**src/hdl/fph_pkg.sv**
```systemverilog
`timescale 1ns / 1ps
package fph_pkg;

  localparam int unsigned SglW  = 32;
  localparam int unsigned HalfW = 16;

  localparam logic [15:0] HalfExpAllOnes = 16'h7c00;
  localparam logic [15:0] HalfSignBit    = 16'h8000;
  localparam logic [7:0]  ExpRebias      = 8'd112;
  localparam logic [7:0]  ExpSpecial     = 8'd255;
  // Biased single exponents bounding the half ranges.
  localparam logic [7:0]  ExpSubMin      = 8'd102;  // half exponent -10
  localparam logic [7:0]  ExpNormMin     = 8'd113;  // half exponent 1
  localparam logic [5:0]  HalfExpMax     = 6'd30;

  typedef logic [SglW-1:0]  sgl_t;
  typedef logic [HalfW-1:0] half_t;

endpackage

```
**src/hdl/fph_stream_if.sv**
```systemverilog
`timescale 1ns / 1ps
interface fph_stream_if #(
  parameter int unsigned Width = 32
);
  logic             valid;
  logic             ready;
  logic [Width-1:0] data;

  modport source (output valid, output data, input ready);
  modport sink   (input valid, input data, output ready);
endinterface

```
**src/hdl/fph_pair_if.sv**
```systemverilog
`timescale 1ns / 1ps
interface fph_pair_if;
  logic        valid;
  logic        ready;
  logic [31:0] first_value_bits;
  logic [31:0] second_value_bits;

  modport source (output valid, output first_value_bits, output second_value_bits,
                  input ready);
  modport sink   (input valid, input first_value_bits, input second_value_bits,
                  output ready);
endinterface

```
**src/hdl/fph_lane.sv**
```systemverilog
`timescale 1ns / 1ps
module fph_lane (
  input  fph_pkg::sgl_t  sgl_i,
  output fph_pkg::half_t half_o
);

  logic        sign;
  logic [7:0]  exp_s;
  logic [22:0] mant;
  logic [23:0] sig;
  logic [3:0]  shamt;
  logic [23:0] sub_shift;
  logic [10:0] sub_rnd;
  logic [10:0] norm_rnd;
  logic [7:0]  exp_h;
  logic [7:0]  exp_r;
  logic [9:0]  nan_m;

  always_comb begin
    sign      = sgl_i[31];
    exp_s     = sgl_i[30:23];
    mant      = sgl_i[22:0];
    sig       = {1'b1, mant};
    shamt     = 4'(fph_pkg::ExpNormMin - exp_s);
    sub_shift = sig >> shamt;
    // The carry from rounding moves naturally into the exponent field.
    sub_rnd   = {1'b0, sub_shift[22:13]} + {10'd0, sub_shift[12]};
    norm_rnd  = {1'b0, mant[22:13]} + {10'd0, mant[12]};
    // Kept at full width so that large exponents still register as overflow.
    exp_h     = exp_s - fph_pkg::ExpRebias;
    exp_r     = exp_h + {7'd0, norm_rnd[10]};
    nan_m     = (mant[22:13] == 10'd0) ? 10'd1 : mant[22:13];

    if (exp_s < fph_pkg::ExpSubMin) begin
      half_o = {sign, 15'd0};
    end else if (exp_s < fph_pkg::ExpNormMin) begin
      half_o = {sign, 4'd0, sub_rnd};
    end else if (exp_s == fph_pkg::ExpSpecial) begin
      half_o = (mant == 23'd0) ? ({sign, 15'd0} | fph_pkg::HalfExpAllOnes)
                               : ({sign, 5'h1f, nan_m});
    end else if (exp_r > {2'd0, fph_pkg::HalfExpMax}) begin
      half_o = {sign, 15'd0} | fph_pkg::HalfExpAllOnes;
    end else begin
      half_o = {sign, exp_r[4:0], norm_rnd[9:0]};
    end
  end

endmodule

```
**src/hdl/float_pair_to_half_packer.sv**
```systemverilog
`timescale 1ns / 1ps
// Result: an accepted request's result appears at the output register in the next cycle.
// Throughput: one request per cycle unless the output stalls; a new request is taken
// while the held result is being taken, so the single output register sets the rate.
// Reset: rst_ni clears the output valid flag asynchronously; data needs no reset.
module float_pair_to_half_packer (
  input  logic          clk_i,
  input  logic          rst_ni,
  fph_pair_if.sink      in_if,
  fph_stream_if.source  out_if
);

  // Two identical conversion lanes, one per value in the request.
  fph_pkg::half_t lo_half;
  fph_pkg::half_t hi_half;

  fph_lane u_lane_lo (.sgl_i(in_if.first_value_bits),  .half_o(lo_half));
  fph_lane u_lane_hi (.sgl_i(in_if.second_value_bits), .half_o(hi_half));

  // Merging stage: both halves are joined into one output word.
  logic        valid_q, valid_d;
  logic [31:0] data_q, data_d;
  logic        take;

  // The block accepts whenever the output register is empty or being drained.
  assign in_if.ready = !valid_q || out_if.ready;
  assign take        = in_if.valid && in_if.ready;

  always_comb begin
    valid_d = valid_q;
    data_d  = data_q;
    if (in_if.ready) begin
      valid_d = in_if.valid;
    end
    if (take) begin
      data_d = {hi_half, lo_half};
    end
  end

  always_ff @(posedge clk_i or negedge rst_ni) begin
    if (!rst_ni) begin
      valid_q <= 1'b0;
    end else begin
      valid_q <= valid_d;
    end
  end

  always_ff @(posedge clk_i) begin
    data_q <= data_d;
  end

  assign out_if.valid = valid_q;
  assign out_if.data  = data_q;

endmodule

```
**src/flat_wrapper.sv**
```systemverilog
// flat-port wrapper written by rule: the top's interface ports become plain ports
module float_pair_to_half_packer_flat 
  (clk_i, rst_ni, in_if_valid, in_if_first_value_bits, in_if_second_value_bits, in_if_ready, out_if_valid, out_if_data, out_if_ready);
  fph_pair_if in_if_i ();
  fph_stream_if #(.Width(32)) out_if_i ();
  input  logic clk_i;
  input  logic rst_ni;
  input wire logic [$bits(in_if_i.valid)-1:0] in_if_valid;
  input wire logic [$bits(in_if_i.first_value_bits)-1:0] in_if_first_value_bits;
  input wire logic [$bits(in_if_i.second_value_bits)-1:0] in_if_second_value_bits;
  output wire logic [$bits(in_if_i.ready)-1:0] in_if_ready;
  output wire logic [$bits(out_if_i.valid)-1:0] out_if_valid;
  output wire logic [$bits(out_if_i.data)-1:0] out_if_data;
  input wire logic [$bits(out_if_i.ready)-1:0] out_if_ready;
  assign in_if_i.valid = in_if_valid;
  assign in_if_i.first_value_bits = in_if_first_value_bits;
  assign in_if_i.second_value_bits = in_if_second_value_bits;
  assign in_if_ready = in_if_i.ready;
  assign out_if_valid = out_if_i.valid;
  assign out_if_data = out_if_i.data;
  assign out_if_i.ready = out_if_ready;
  float_pair_to_half_packer u_core (.clk_i(clk_i), .rst_ni(rst_ni), .in_if(in_if_i), .out_if(out_if_i));
endmodule
```
**config.mk**
```make
export PLATFORM = sky130hd
export DESIGN_NAME = float_pair_to_half_packer_flat
export DESIGN_NICKNAME = d
export VERILOG_FILES = /design/src/hdl/fph_pkg.sv /design/src/hdl/fph_stream_if.sv /design/src/hdl/fph_pair_if.sv /design/src/hdl/fph_lane.sv /design/src/hdl/float_pair_to_half_packer.sv /design/src/flat_wrapper.sv
export SDC_FILE = /design/constraint.sdc
export NUM_CORES = 1
export LEC_CHECK = 0
export BUFFER_PORTS_ARGS = -buffer_cell sky130_fd_sc_hd__buf_2
export CAP_MARGIN = 20
export CORE_ASPECT_RATIO = 1.2
export CORE_MARGIN = 5
export CORE_UTILIZATION = 50
export DETAILED_ROUTE_END_ITERATION = 8
export GPL_TIMING_DRIVEN = 0
export PLACE_DENSITY = 0.77
export RECOVER_POWER = 25
export SETUP_SLACK_MARGIN = 0.15
export SLEW_MARGIN = 20
export SYNTH_ARGS = -nofsm -noshare
export SYNTH_HDL_FRONTEND = slang
export SYNTH_SLANG_ARGS = --single-unit
```
**constraint.sdc**
```tcl
create_clock -name clk_i -period 2.15 [get_ports clk_i]
set_clock_uncertainty 0.15 [all_clocks]
set_input_delay 0.43 -clock clk_i [delete_from_list [all_inputs] [get_ports clk_i]]
set_output_delay 0.43 -clock clk_i [all_outputs]
set_load 0.05 [all_outputs]
```
======== Word level (Yosys, flattened, before mapping) ========
Cells that the tools add are included.
operators by class
  add/subtract/negate cells ............... 10
  $lt $le $gt $ge ......................... 6
  equality and inequality tests ........... 2
  shift operators ......................... 2
  multiplexer cells ....................... 10
  reductions and logical operators ........ 9
operator list
  cell                                                                           number
  15-bit two-way mux                                                             6
  24-bit by 4-bit right shift with 23-bit output                                 2
  23-bit zero test                                                               2
  10-bit by 1-bit adder with 11-bit output                                       4
  10-bit two-way mux                                                             4
  8-bit by 7-bit less-than comparator with 1-bit output (second input constant)  4
  10-bit zero test                                                               2
  8-bit by 1-bit adder with 8-bit output                                         2
  8-bit equality test (second input constant)                                    2
  8-bit by 5-bit > comparator with 1-bit output (second input constant)          2
  8-bit by 7-bit subtractor with 8-bit output (second input constant)            2
  1-bit by 4-bit subtractor with 4-bit output (first input constant)             2
  2-bit OR reduction                                                             2
  1-bit logical AND                                                              1
  1-bit zero test                                                                1
  1-bit logical OR                                                               1
storage, ports and cells
  register bits after elaboration ......... 33
  word-level logic and storage cells ...... 45

======== Logic depth before layout (Yosys ltp) ========
  depth in word-level cells ............... 6
  depth in mapped cells ................... 15

======== Cells and area by module ========
Synthesis repeated with hierarchy kept, for this count alone.
unflattened totals
  cells, all modules ...................... 491
  area total of the unflattened synthesis .. 4364.2 um2
by module, submodules not included
  module                       instances  cells each  area each (um2)
  fph_lane (u_core.u_lane_hi)  1          226         1725.4
  fph_lane (u_core.u_lane_lo)  1          229         1624.1
  float_pair_to_half_packer    1          36          1014.7

======== Least setup slack after synthesis ========
OpenSTA, ideal clock, no wires.
  path kind ............................... input-to-reg
  from .................................... input in_if_first_value_bits[23]
  to ...................................... register u_core.data_q[8] (netlist: u_core.out_if.data[8]) (data pin)
  library setup time ...................... 271 ps
  arrival ................................. 2982 ps
  required time ........................... 1729 ps
  slack ................................... -1253 ps
  stages .................................. 14
  cells stage by stage .................... buf_4 buf_2 buf_1 nor2_1 a211oi_1 a21oi_1 o21ai_0 ha_1 ha_1 inv_1 a2111o_1 nor4_4 mux2i_1 a211oi_1
on the way
  longest elaborated chain between the ends .. 6
ends and longest elaborated chain
  element                                        line                             source
  start: declaration                             flat_wrapper.sv:9                input wire logic [$bits(in_if_i.first_value_bits)-1:0] in_if_first_value_bits;
  8-bit by 7-bit subtractor with 8-bit output    fph_lane.sv:30                   exp_h = exp_s - fph_pkg::ExpRebias;
  8-bit by 1-bit adder with 8-bit output         fph_lane.sv:31                   exp_r = exp_h + {7'd0, norm_rnd[10]};
  8-bit by 5-bit > comparator with 1-bit output  fph_lane.sv:41                   end else if (exp_r > {2'd0, fph_pkg::HalfExpMax}) begin
  15-bit two-way mux                             fph_lane.sv:41
  15-bit two-way mux                             fph_lane.sv:38                   end else if (exp_s == fph_pkg::ExpSpecial) begin
  15-bit two-way mux                             fph_lane.sv:36                   end else if (exp_s < fph_pkg::ExpNormMin) begin
  end signal: assignment                         float_pair_to_half_packer.sv:49  data_q <= data_d;
  end: declaration                               float_pair_to_half_packer.sv:22  logic [31:0] data_q, data_d;
Parallel ways exist; a longest one is shown, timed or not.
A chain may end at the register's enable or synchronous reset.

======== Worst setup path in the final report ========
Same ends and word-level chain as after synthesis.

==> qor.txt <==
Crit path max-delay cell type: a2111o_1
Synthesized cell area: 0.00422 mm²
Async set-reset flop share out of synthesis: 3.03%
Final Net Count: 757
Reg-to-Reg Start: u_core.out_if.valid
Family with the most delay on the worst path: compound AO/OA/AOI/OAI gates
Setup Crit Path Kind: in -> reg
Max frequency: 0.340 GHz
Combinational share of power: 52.9%
Core Rows: 36
Crit share post-route: 137%
Detailed Route Iter0 Violations: 260
Cell variety after synth: 72
Tot GR Track Use: 29.8%
Core ar.: 0.00820 mm²
Min Tclk post-route: 2940 ps
Die W: 93.9 µm
Crit-path max FO: 6
Hold Path Class: in -> reg
Antenna cell count: 0
Cell Pwr Density: 414 mW/mm²
CTS root buf: clkbuf_8
Leakage power: 2.51 nW
CTS tree: built
Post-synth top cells: nor2_1, nand2_1, edfxtp_1
Sequential share of power: 28.5%
Die Span Y: 111 µm
Number of flops mapped to enable cells by yosys: 32
Top FF cell, synth: edfxtp_1
Post-Syn Nets: 594
Wire length per cell: 20.6 µm
CTS Buf Count: 5
Worst Hold Depth: 1
Synth area leader: edfxtp_1
Switching share of total power: 40.5%
Top cells by area, synth: edfxtp_1, mux4_2, ha_1
Hold Startpoint: in_if_second_value_bits[31]
Pin slew with the least headroom to its limit: 976 ps
Detailed Route WL: 16.2 mm
Internal: 1.62 mW
CP startpoint kind: primary input
Synthesized flop and latch total: 33
First-pass GRT wire length: 24.8 mm
Clock share of power: 18.7%
Crit path required time: 2020 ps
Peak VDD IR: 189 µV
Largest net degree at the start of global routing: 33
Layout cells sized above 1: 47.0%
Register area: 986 µm²
DP Wirelength: 11.2 mm
Setup crit end kind: flip-flop
Post-Syn Instances: 508
Number of fillers in the final layout: 574
MaxCap Viol Count: 0
CP most frequent cell: buf_8
Worst Path Arrival: 2810 ps
Syn Area/Cell: 8.31 µm²
IO Count: 102
Register area share after synthesis: 23.4%
RSZ-0062 raised after global routing: true
Status: finished, violations left
YS warnings: 0
Clk slew on worst S/H paths: 70 ps
Via-to-Cell Ratio: 6.38
Reg2reg setup slack: 680 ps
Hold Fails Final Rpt: 0
GPL Wtd Cong: 0.985
Most common cell in the netlist: nor2_1
Worst R2R End: u_core.out_if.data[11]
Buf/Inv on CP: 6
Crit path cell chain: buf_8, buf_8, buf_8, buf_8, buf_6, a211oi_4, a21oi_2, o21ai_1, ha_2, ha_4, inv_4, a2111o_1, nor4_4, mux2i_1, a211oi_1
P_sw: 1.10 mW
Hold path endpoint: u_core.out_if.data[31]
Max Slew Vio Count: 0
H-Tree Depth: 2
Final std cells w/o fill: 786
Area of the multi-input gates: 0.00374 mm²
Failing checks: negative setup slack
Vias in the first global route: 4,929
# clock sinks: 33
Bufs on Longest Clock Path: 2
Final worst setup slack: -788 ps
Setup violations, final: 30
Antenna-violating nets left: 0
Pwr Total: 2.71 mW
Die ar.: 0.0104 mm²
Dpl cells: 712
Initial Utilization: 51.5%
Clk Latency, worst-skew pair: 290 ps
Pre-CTS WS: -1350 ps
Initial antenna violation count: 0
Post-synth top area share: 22.8%
Worst R2R Path Depth: 2
DRC viols: 0
DR vias: 5,012
DRT Pass-1 Iters: 6
Overflow after GRT: 0
Slowest stage delay, CP: 340 ps
Area growth from synthesis to layout: 55.6%
Slew HR: 34.2%
Port Buf Inserts: 90
==> logic make-up after synthesis <==
| group | synth area share [%] |
|---|---|
| AO/OA/AOI/OAI | 21.6 |
| buffers and inverters | 6.46 |
| flip-flops | 23.4 |
| multiplexers | 11.1 |
| adder cells (fa/ha/maj) | 5.34 |
| XOR/XNOR | 5.75 |
| AND/OR/NAND/NOR | 26.4 |
==> metrics by stage <==
| step | util, % | hold slack, ps | TNS, ps | area (µm²) |
|---|---|---|---|---|
| detailed placement | 64.1 | 56.3 | -33610 | 5260 |
| floorplan | - | -15.6 | -17170 | 4660 |
| global placement | 64.1 | 54.4 | -32270 | 5260 |
| CTS | 76.1 | 169 | -16080 | 6240 |
| global route | 80.1 | 168 | -20540 | 6560 |
| finish | 80.1 | 166 | -17580 | 6560 |
==> power by group through the flow <==
stage          logic [mW]  clock network [mW]  registers (mW)
2_1_floorplan       0.669                   0           0.937
3_3_place_gp         1.12                   0           0.785
3_5_place_dp         1.13                   0           0.786
4_1_cts              1.33               0.496           0.772
5_1_grt              1.51               0.528           0.775
6_report             1.44               0.507           0.773
==> metal layers <==
metal	vias up	share of wire (%)	global-route usage [%]
li1	2263	-	-
met1	2378	34	30.9
met2	288	53	54.2
met3	83	5.9	3.40
met4	0	7.7	20.9
met5	-	0	0
==> worst max-delay path by stage <==
stage | slack, ps | endpoint | depth (start not counted) | from
global route | -890 | u_core.out_if.data[8] | 15 | in_if_first_value_bits[24]
finish | -790 | u_core.out_if.data[8] | 15 | in_if_first_value_bits[23]
global placement | -1300 | u_core.out_if.data[8] | 14 | in_if_first_value_bits[24]
detailed placement | -1350 | u_core.out_if.data[4] | 12 | in_if_first_value_bits[15]
floorplan | -870 | u_core.out_if.data[8] | 13 | in_if_first_value_bits[23]
CTS | -910 | u_core.out_if.data[8] | 14 | in_if_first_value_bits[23]
==> flip-flops by register name (all words and copies together), names as in the netlist <==
signal	count
u_core.out_if.valid	1
u_core.out_if.data	32
==> cell usage in the layout, fill, tap and decap left out, types with 14 or more instances in the layout <==
master and count:
buf_8 17, buf_2 68, o21ai_0 15, buf_4 57
a211oi_1 15, edfxtp_1 32, nor2_1 38, nand3_1 14
buf_6 16, nand2_1 35, xnor2_1 15, a21oi_1 21
clkbuf_1 17
==> repair_timing <==
item | 4_1_cts | 5_1_grt
setup buffers | 48 | 17
pin swaps | 55 | 34
hold buffers | 1 | 0
endpoints found under the hold margin | 1 | 0
endpoints found under the setup margin | 30 | 30
resized for setup | 119 | 48
==> cell type report <==
class / count / area share, %
Clock inverter: 1 / 0.114
Timing Repair Buffer: 156 / 16.8
Sequential cell: 33 / 15.0
Multi-Input combinational cell: 414 / 57.0
Tap cell: 114 / 2.17
Inverter: 19 / 1.32
Clock buffer: 7 / 1.32
Buffer: 42 / 6.33
No activity file was read; power rests on OpenSTA's default activity.
